$ cat config.mk
export PLATFORM = sky130hd
export DESIGN_NAME = multiplexed_digit_scanner
export DESIGN_NICKNAME = d
export VERILOG_FILES = /design/src/design/mds_pkg.sv /design/src/design/multiplexed_digit_scanner.sv
export SDC_FILE = /design/constraint.sdc
export NUM_CORES = 1
export LEC_CHECK = 0
export BUFFER_PORTS_ARGS = -buffer_cell sky130_fd_sc_hd__clkbuf_2
export CAP_MARGIN = 20
export CORE_UTILIZATION = 48
export CTS_BUF_LIST = sky130_fd_sc_hd__clkbuf_4
export DETAILED_ROUTE_END_ITERATION = 8
export PLACE_DENSITY = 0.66
export SLEW_MARGIN = 10
export SYNTH_ARGS = -nofsm -noshare
export SYNTH_HDL_FRONTEND = slang
export SYNTH_SLANG_ARGS = --single-unit
export TNS_END_PERCENT = 1
$ cat constraint.sdc
create_clock -name clock -period 3.3 [get_ports clock]
set_input_delay 0.165 -clock clock [delete_from_list [all_inputs] [get_ports clock]]
set_output_delay 0.165 -clock clock [all_outputs]
set_load 0.05 [all_outputs]
$ cat src/design/mds_pkg.sv
// Shared constants, types and the digit code table of the digit scanner.
package mds_pkg;

   localparam int TUBE_COUNT = 6;
   localparam int SLOT_W     = 3;
   localparam int DIGIT_W    = 4;
   localparam int TICK_W     = 16;
   localparam int DUTY_W     = 8;
   localparam int CSR_IDX_W  = 2;
   localparam int CSR_DATA_W = 16;
   localparam int REQ_DATA_W = 8;
   localparam int RSP_DATA_W = 16;

   localparam logic [DIGIT_W-1:0] BLANK_CODE = 4'd15;
   localparam logic [SLOT_W-1:0]  SCAN_RESET = SLOT_W'(4 % TUBE_COUNT);
   localparam logic [SLOT_W-1:0]  LAST_SLOT  = SLOT_W'(TUBE_COUNT - 1);

   localparam logic [TICK_W-1:0]  ON_TICKS_RESET    = 16'd4;
   localparam logic [TICK_W-1:0]  OFF_TICKS_RESET   = 16'd1;
   localparam logic [TICK_W-1:0]  BLANK_TICKS_RESET = 16'd5;
   localparam logic [DUTY_W-1:0]  BRIGHTNESS_RESET  = 8'd255;

   // register indexes of the configuration port
   localparam logic [CSR_IDX_W-1:0] CSR_ON_TICKS    = 2'd0;
   localparam logic [CSR_IDX_W-1:0] CSR_OFF_TICKS   = 2'd1;
   localparam logic [CSR_IDX_W-1:0] CSR_BLANK_TICKS = 2'd2;
   localparam logic [CSR_IDX_W-1:0] CSR_BRIGHTNESS  = 2'd3;

   // action codes carried on tuser
   localparam logic ACT_TICK  = 1'b0;
   localparam logic ACT_WRITE = 1'b1;

   typedef struct packed {
      logic [SLOT_W-1:0]  anode_select;
      logic [DUTY_W-1:0]  anode_duty;
      logic [DIGIT_W-1:0] cathode_code;
   } drive_type;

   // remap a decimal digit to its cathode code, anything above nine is blank
   function automatic logic [DIGIT_W-1:0] digit_to_code(input logic [DIGIT_W-1:0] number);
      logic [DIGIT_W-1:0] code;
      unique case (number)
         4'd0:    code = 4'd1;
         4'd1:    code = 4'd0;
         4'd2:    code = 4'd9;
         4'd3:    code = 4'd8;
         4'd4:    code = 4'd7;
         4'd5:    code = 4'd6;
         4'd6:    code = 4'd5;
         4'd7:    code = 4'd4;
         4'd8:    code = 4'd3;
         4'd9:    code = 4'd2;
         default: code = BLANK_CODE;
      endcase
      return code;
   endfunction

endpackage

$ cat src/design/multiplexed_digit_scanner.sv
// Top level of the multiplexed digit scanner: input stage, scan logic, result stage.
// Path: a word accepted into the input register passes the scan logic into the result
//   register, which drives rsp_; it moves on only while the result register is free or drained.
// Throughput: one word per clock while the receiver keeps the result register draining; the scan
//   update (one 16-bit decrement/compare and a six-way slot mux) sets that figure.
// Reset (synchronous, active high): all slots blank, scan at tube 4, tube dark,
//   wait counter zero, configuration at on 4, off 1, blank 5, brightness 255.
module multiplexed_digit_scanner (
   input  logic                                 clock,
   input  logic                                 reset,
   // request channel
   input  logic                                 req_tvalid,
   output logic                                 req_tready,
   input  logic [mds_pkg::REQ_DATA_W-1:0]       req_tdata,  // [2:0] digit_slot, [6:3] digit_number
   input  logic                                 req_tuser,  // [0] action
   // result channel
   output logic                                 rsp_tvalid,
   input  logic                                 rsp_tready,
   output logic [mds_pkg::RSP_DATA_W-1:0]       rsp_tdata,  // [2:0] anode_select,
                                                            // [10:3] anode_duty,
                                                            // [14:11] cathode_code
   // configuration writes
   input  logic                                 csr_we,
   input  logic [mds_pkg::CSR_IDX_W-1:0]        csr_index,
   input  logic [mds_pkg::CSR_DATA_W-1:0]       csr_wdata
);

   // configuration registers
   logic [mds_pkg::TICK_W-1:0]  on_ticks_ff;
   logic [mds_pkg::TICK_W-1:0]  off_ticks_ff;
   logic [mds_pkg::TICK_W-1:0]  blank_ticks_ff;
   logic [mds_pkg::DUTY_W-1:0]  brightness_ff;

   // input stage
   logic                         in_valid_ff;
   logic                         in_action_ff;
   logic [mds_pkg::SLOT_W-1:0]   in_slot_ff;
   logic [mds_pkg::DIGIT_W-1:0]  in_number_ff;
   logic                         in_advance;

   // scanner state
   logic [mds_pkg::DIGIT_W-1:0]  slot_codes_ff [mds_pkg::TUBE_COUNT];
   logic [mds_pkg::SLOT_W-1:0]   scan_position_ff, scan_position_in;
   logic                         tube_lit_ff, tube_lit_in;
   logic [mds_pkg::TICK_W-1:0]   wait_count_ff, wait_count_in;
   logic [mds_pkg::DIGIT_W-1:0]  drive_code_ff, drive_code_in;
   logic [mds_pkg::DUTY_W-1:0]   drive_duty_ff, drive_duty_in;

   // result stage
   logic                         out_valid_ff;
   mds_pkg::drive_type           out_drive_ff;

   logic [mds_pkg::SLOT_W-1:0]   scan_next;
   logic [mds_pkg::DIGIT_W-1:0]  cur_code;
   logic                         slot_write;

   // ------------------------------------------------------------------
   // Configuration: take a write whenever the enable is high
   // ------------------------------------------------------------------
   always_ff @(posedge clock) begin
      if (reset) begin
         on_ticks_ff    <= mds_pkg::ON_TICKS_RESET;
         off_ticks_ff   <= mds_pkg::OFF_TICKS_RESET;
         blank_ticks_ff <= mds_pkg::BLANK_TICKS_RESET;
         brightness_ff  <= mds_pkg::BRIGHTNESS_RESET;
      end else if (csr_we) begin
         unique case (csr_index)
            mds_pkg::CSR_ON_TICKS:    on_ticks_ff    <= csr_wdata;
            mds_pkg::CSR_OFF_TICKS:   off_ticks_ff   <= csr_wdata;
            mds_pkg::CSR_BLANK_TICKS: blank_ticks_ff <= csr_wdata;
            mds_pkg::CSR_BRIGHTNESS:  brightness_ff  <= csr_wdata[mds_pkg::DUTY_W-1:0];
            default: ;
         endcase
      end
   end

   // ------------------------------------------------------------------
   // Handshake: the input word moves on whenever the result register is
   // empty or being drained, so a new word can enter every cycle while that holds.
   // ------------------------------------------------------------------
   assign in_advance = in_valid_ff && (!out_valid_ff || rsp_tready);
   assign req_tready = !in_valid_ff || in_advance;

   always_ff @(posedge clock) begin
      if (reset) begin
         in_valid_ff <= 1'b0;
      end else if (req_tready) begin
         in_valid_ff <= req_tvalid;
      end
      if (req_tready && req_tvalid) begin
         in_action_ff <= req_tuser;
         in_slot_ff   <= req_tdata[mds_pkg::SLOT_W-1:0];
         in_number_ff <= req_tdata[mds_pkg::SLOT_W +: mds_pkg::DIGIT_W];
      end
   end

   // ------------------------------------------------------------------
   // Scan logic
   // ------------------------------------------------------------------
   assign scan_next  = (scan_position_ff == mds_pkg::LAST_SLOT) ?
                       '0 : scan_position_ff + 1'b1;
   assign cur_code   = slot_codes_ff[scan_position_ff];
   // drop writes to slots past the last tube
   assign slot_write = in_advance && (in_action_ff == mds_pkg::ACT_WRITE) &&
                       (in_slot_ff <= mds_pkg::LAST_SLOT);

   always_comb begin
      scan_position_in = scan_position_ff;
      tube_lit_in      = tube_lit_ff;
      wait_count_in    = wait_count_ff;
      drive_code_in    = drive_code_ff;
      drive_duty_in    = drive_duty_ff;
      if (in_action_ff == mds_pkg::ACT_TICK) begin
         priority if (wait_count_ff > mds_pkg::TICK_W'(1)) begin
            // still waiting: count down
            wait_count_in = wait_count_ff - 1'b1;
         end else if (tube_lit_ff) begin
            // lit tube: go dark, advance, hold the gap
            drive_duty_in    = '0;
            tube_lit_in      = 1'b0;
            scan_position_in = scan_next;
            wait_count_in    = off_ticks_ff;
         end else if (cur_code == mds_pkg::BLANK_CODE) begin
            // blank slot: stay dark, cathode code holds its last value
            drive_duty_in    = '0;
            scan_position_in = scan_next;
            wait_count_in    = blank_ticks_ff;
         end else begin
            // light the slot at the brightness in force now
            drive_code_in = cur_code;
            drive_duty_in = brightness_ff;
            tube_lit_in   = 1'b1;
            wait_count_in = on_ticks_ff;
         end
      end
   end

   always_ff @(posedge clock) begin
      if (reset) begin
         scan_position_ff <= mds_pkg::SCAN_RESET;
         tube_lit_ff      <= 1'b0;
         wait_count_ff    <= '0;
         drive_code_ff    <= '0;
         drive_duty_ff    <= '0;
         for (int i = 0; i < mds_pkg::TUBE_COUNT; i++) begin
            slot_codes_ff[i] <= mds_pkg::BLANK_CODE;
         end
      end else begin
         if (in_advance) begin
            scan_position_ff <= scan_position_in;
            tube_lit_ff      <= tube_lit_in;
            wait_count_ff    <= wait_count_in;
            drive_code_ff    <= drive_code_in;
            drive_duty_ff    <= drive_duty_in;
         end
         if (slot_write) begin
            slot_codes_ff[in_slot_ff] <= mds_pkg::digit_to_code(in_number_ff);
         end
      end
   end

   // ------------------------------------------------------------------
   // Result register: every word yields the drive after its update
   // ------------------------------------------------------------------
   always_ff @(posedge clock) begin
      if (reset) begin
         out_valid_ff <= 1'b0;
      end else if (in_advance) begin
         out_valid_ff <= 1'b1;
      end else if (rsp_tready) begin
         out_valid_ff <= 1'b0;
      end
      if (in_advance) begin
         out_drive_ff.anode_select <= scan_position_in;
         out_drive_ff.anode_duty   <= drive_duty_in;
         out_drive_ff.cathode_code <= drive_code_in;
      end
   end

   assign rsp_tvalid = out_valid_ff;
   assign rsp_tdata  = {1'b0, out_drive_ff.cathode_code, out_drive_ff.anode_duty,
                        out_drive_ff.anode_select};

endmodule

---- After elaboration in Yosys (flattened, before gate mapping) ----
Memories as Yosys holds them, arrays and structs flattened. A register that Yosys moved wholly into a read port is not among the register bits.
Index checks and enable logic that the tools add are counted.
cells by class
  reduce and logical (&&, ||, !) cells .... 17
  bitwise operators ....................... 2
  equality and inequality tests ........... 5
  add/subtract/negate cells ............... 2
  muxes and demuxes ....................... 33
  magnitude comparators ................... 2
operator list
  kind                   count
  $mux 16                3
  $mux 4                 8
  $mux 8                 4
  $mux 3                 8
  $gt 16x1->1 const B    1
  $sub 16x1->16 const B  1
  $mux 1                 10
  $reduce_and 2->1       5
  $eq 2x2->1 const B     2
  $eq 4x4->1 const B     1
  $logic_and 1x1->1      4
  $reduce_or 4->1        1
  $add 3x1->3 const B    1
  $eq 3x3->1 const B     1
  $le 3x3->1 const B     1
  $reduce_and 3->1       1
  $eq 2x1->1 const B     1
  $logic_not 1->1        2
  $logic_not 2->1        1
  $logic_or 1x1->1       2
  $not 1->1              2
  $reduce_bool 2->1      1
word-level totals
  memory bits (read-only) ................. 64
  input port bits ......................... 32
  memories ................................ 2
  output and inout port bits .............. 18
  logic and storage cells ................. 80
  bits in registers ....................... 113
  bits in writable memories ............... 24
memory list
  memory           depth  width  read ports  clocked after memory_dff  write ports  line                             RTL
  (no name shown)  16     4      1           1                         0            mds_pkg.sv:42                    unique case (number)
  slot_codes_ff    6      4      1           1                         6            multiplexed_digit_scanner.sv:42  logic [mds_pkg::DIGIT_W-1:0] slot_codes_ff [mds_pkg::TUBE_COUNT];

---- Longest topological paths before layout ----
  depth after elaboration ................. 10
  mapped depth ............................ 9
  depth with buffers taken out ............ 7

---- Worst setup path before layout ----
OpenSTA, ideal clock, no wires.
  path kind ............................... register -> register
  from .................................... register out_valid_ff, in the netlist rsp_tvalid
  to ...................................... memory slot_codes_ff[1][0] (netlist bit) (enable)
  path slack .............................. 0.347 ns
  data arrival time ....................... 2.655 ns
  required time ........................... 3.002 ns
  library setup time ...................... 0.298 ns
  clock period less this slack ............ 2.953 ns
  buffers on the path ..................... 0
  cell stages (with the launch flop) ...... 7
  path through ............................ dfxtp_1 -> nor2b_1 -> nor2b_1 -> nand2_1 -> or3_1 -> nor3b_1 -> or2_2
RTL lines
  item                    line                              RTL
  start, declared         multiplexed_digit_scanner.sv:50   logic out_valid_ff;
  start signal, assigned  multiplexed_digit_scanner.sv:167  out_valid_ff <= 1'b0;
  start signal, assigned  multiplexed_digit_scanner.sv:169  out_valid_ff <= 1'b1;
  start signal, assigned  multiplexed_digit_scanner.sv:171  out_valid_ff <= 1'b0;
  end, declared           multiplexed_digit_scanner.sv:42

==> impl_metrics.toml <==
[status]
status = "finished, final reports clean"

[yosys]
synth_compound_area_share_pct = 15.5
async_flop_share_pct = 0
yosys.area_share.adder_pct = 0.379
ys_seq_area_share_pct = 54.4
yosys_warnings = 0
synth_top_family_by_area = "simple AND/OR/NAND/NOR gates"
synth-edff-count = 55
synth_xor_area_share_pct = 0.663
synth-simple-area-share_pct = 19.7
synthCells = 685
postSynthAreaPerCell_um2 = 9.64
synth_cell_type_count = 63
synthesis.area_um2 = 6600
synth.area.mux_share_pct = 5.76
synth-seq-cells = 152
synth_flop_cell = "dfxtp_1"

[floorplan]
die_h_um = 119
die_w_um = 119
coreArea_um2 = 13300
pin_count = 50
num_rows = 42
die_area_um2 = 14200
start_util_pct = 49.5

[min_path]
hold_path_class = "in2reg"

[critical_path]
cp_cell_sequence = "mux4_2, mux2_2, and4_4, or2_4, o221ai_1, a221oi_1"
crit_cells = 6
crit_arrival_ps = 3140
startpoint_type = "register"
worst_path_max_delay_cell = "dfxtp_1"
cp_top_family = "multiplexers"
crit_type = "reg2reg"
worstSetupEndpointType = "register"
cp_slowest_stage_delay_ps = 680
reg2reg_slack_ps = 580
endpoint = "wait_count_ff[1]"
path_buf_inv = 0
r2r.worst_path.cells = 6
cp_max_fo = 12
worstReg2RegEnd = "wait_count_ff[1]"
crit_required_ps = 3720

[power]
power_density_nw_per_um2 = 595
p_int_uw = 3020
p_sw_uw = 1490
leakagePower_uw = 0.00265
clockPowerShare_pct = 26.1
combPwrFrac_pct = 25.9
swShare_pct = 33.0
ir_drop_v = 0.000257
p_seq_share_pct = 48.0

[final_layout]
multiInputGateArea_um2 = 2820
drive_above_1_share_pct = 15.9
final_cell_mix = "178 x nand2_1, 97 x dfxtp_1, 68 x a21oi_1"
register_area_um2 = 3590
nNetsFinal = 794
area_growth_pct = 14.7
layout_commonest_cell = "nand2_1"
fillers = 1170

[routing]
drc = 0
dr.pass1.iters = 5
routed_wl_mm = 15.8
wl_per_cell_um = 16.6
drtIter0Drc = 472
vias_per_cell = 5.69
final_antenna_net_count = 0
vias = 5403

[global_routing]
grt_pass1_vias = 5021
grt_start_max_net_pins = 58
grt.total_usage_pct = 23.2
grt.overflow.total = 0
grt_pass1_wl_mm = 25.3
antenna_found_initial = 1

[clock_network]
cts_tree = "done"
postCtsResizedCells = 0
cts-root-buf = "clkbuf_4"
numCtsBuffers = 17
clockBufferDepth = 2
cts.sinks = 152
clk_transition_reported_paths_ps = 120
clk_latency_ps = 570
htreeDepth = 4

[sta]
fin_skew_ps = 18.1
finalMaxSlewViolations = 0
setup_tns_ps = 0
rsz0062_at_grt = "no"
clock.fmax_mhz = 368
finalHoldViolations = 0
setup_ws_ps = 581
min_period_ps = 2720
tightestPinTransition_ps = 814
slew_headroom_pct = 45.5
finalCritPeriodShare_pct = 82.4
setup_viol = 0

[placement]
hpwl_mm = 11.0
place_congestion = 0.885
dp_slack_ps = 601
port_buffers = 47

[flow_run]
maxCapViolations = 0
flip-flops by register name (all words and copies together), names as in the netlist, named ones only:
signal and flops:
blank_ticks_ff 16, brightness_ff 8, drive_code_ff 4, drive_duty_ff 8, in_action_ff 1, in_number_ff 4, in_slot_ff 3, in_valid_ff 1
off_ticks_ff 16, on_ticks_ff 16, rsp_tdata 15, rsp_tvalid 1, scan_position_ff 3, slot_codes_ff 32, tube_lit_ff 1, wait_count_ff 16
power groups by stage:
stage | clock network (uW) | registers [uW] | logic [uW]
2_1_floorplan | 0 | 2210 | 809
3_3_place_gp | 0 | 2190 | 1090
3_5_place_dp | 0 | 2200 | 1120
4_1_cts | 1200 | 2160 | 1160
5_1_grt | 1270 | 2180 | 1280
6_report | 1180 | 2160 | 1170
worst min-delay path by stage:
stage                            start           endpoint  slack [ps]  depth (start not counted)
after floorplan              req_tuser       in_action_ff         260                          0
after global placement    req_tdata[2]      in_slot_ff[2]         350                          1
after detailed placement  req_tdata[2]      in_slot_ff[2]         340                          1
after CTS                 csr_index[1]   brightness_ff[1]         130                          4
after global routing      csr_index[0]  blank_ticks_ff[1]          70                          4
final                     csr_index[0]  blank_ticks_ff[1]          70                          4
worst reg2reg max path: stages, from the launching register on:
cell and delay, ps:
dfxtp_1 680, mux4_2 570, mux2_2 340, and4_4 240
or2_4 330, o221ai_1 300, a221oi_1 120
kinds of logic after synthesis:
kind of cell / after synthesis
DFF: 152
xor gates and xnor gates: 5
and+or+nand+nor: 292
muxes: 26
adders and majority gates: 2
AOI/OAI and AO/OA: 156
other: 1
buffers and inverters: 51
per-stage QoR:
step                area [um^2]  std cells  hold slack [ps]  utilization [%]  power, uW
detailed placement         6990        888              345             52.4       3320
finish                     7570        950             67.5             56.7       4500
CTS                        7560        948              131             56.6       4510
global placement           6990        888              345             52.4       3290
floorplan                  6630        693              264                -       3020
global route               7570        950             67.6             56.7       4730
synth_stat cells (3+ instances only):
cell type | n | area [um^2]
or2_2 | 5 | 31.3
nor3_1 | 12 | 60.1
mux2_1 | 9 | 101
o21ai_0 | 17 | 85.1
mux2i_1 | 5 | 50.1
nor4_2 | 3 | 37.5
o22ai_1 | 12 | 75.1
mux2_2 | 3 | 33.8
nor2b_1 | 5 | 31.3
dfxtp_1 | 97 | 1940
buf_2 | 5 | 25.0
nor2_1 | 28 | 105
nand2_1 | 178 | 668
clkbuf_1 | 28 | 105
xor2_1 | 3 | 26.3
inv_1 | 11 | 41.3
a22oi_1 | 3 | 22.5
nand3_1 | 32 | 160
a21oi_1 | 68 | 340
mux4_2 | 8 | 180
nor3b_1 | 6 | 45.0
o22ai_2 | 10 | 125
nand3b_1 | 4 | 30.0
o21ai_1 | 10 | 50.1
o211ai_1 | 4 | 30.0
and3_1 | 4 | 25.0
edfxtp_1 | 55 | 1650
o221ai_1 | 12 | 105
buf_6 | 3 | 33.8
routing by layer:
metal,GRT usage (%),vias up,share of wire (%)
li1,-,2597,-
met1,31.7,2562,44
met2,35.5,214,46
met3,6.08,30,7.4
met4,8.47,0,1.9
met5,0,-,0
repair_timing:
action	CTS	global route
endpoints found under the hold margin	70	0
buffers inserted	0	0
setup endpoints to repair	0	0
hold buffers	28	0
cell type report:
cell class | count | share of cell area (%)
Antenna cell | 1 | 0.0331
Multi-Input combinational cell | 490 | 37.2
Clock inverter | 11 | 1.74
Clock buffer | 21 | 2.08
Timing Repair Buffer | 87 | 8.00
Tap cell | 176 | 2.91
Inverter | 12 | 0.595
Sequential cell | 152 | 47.5
Power figures use the tool's default switching activity.
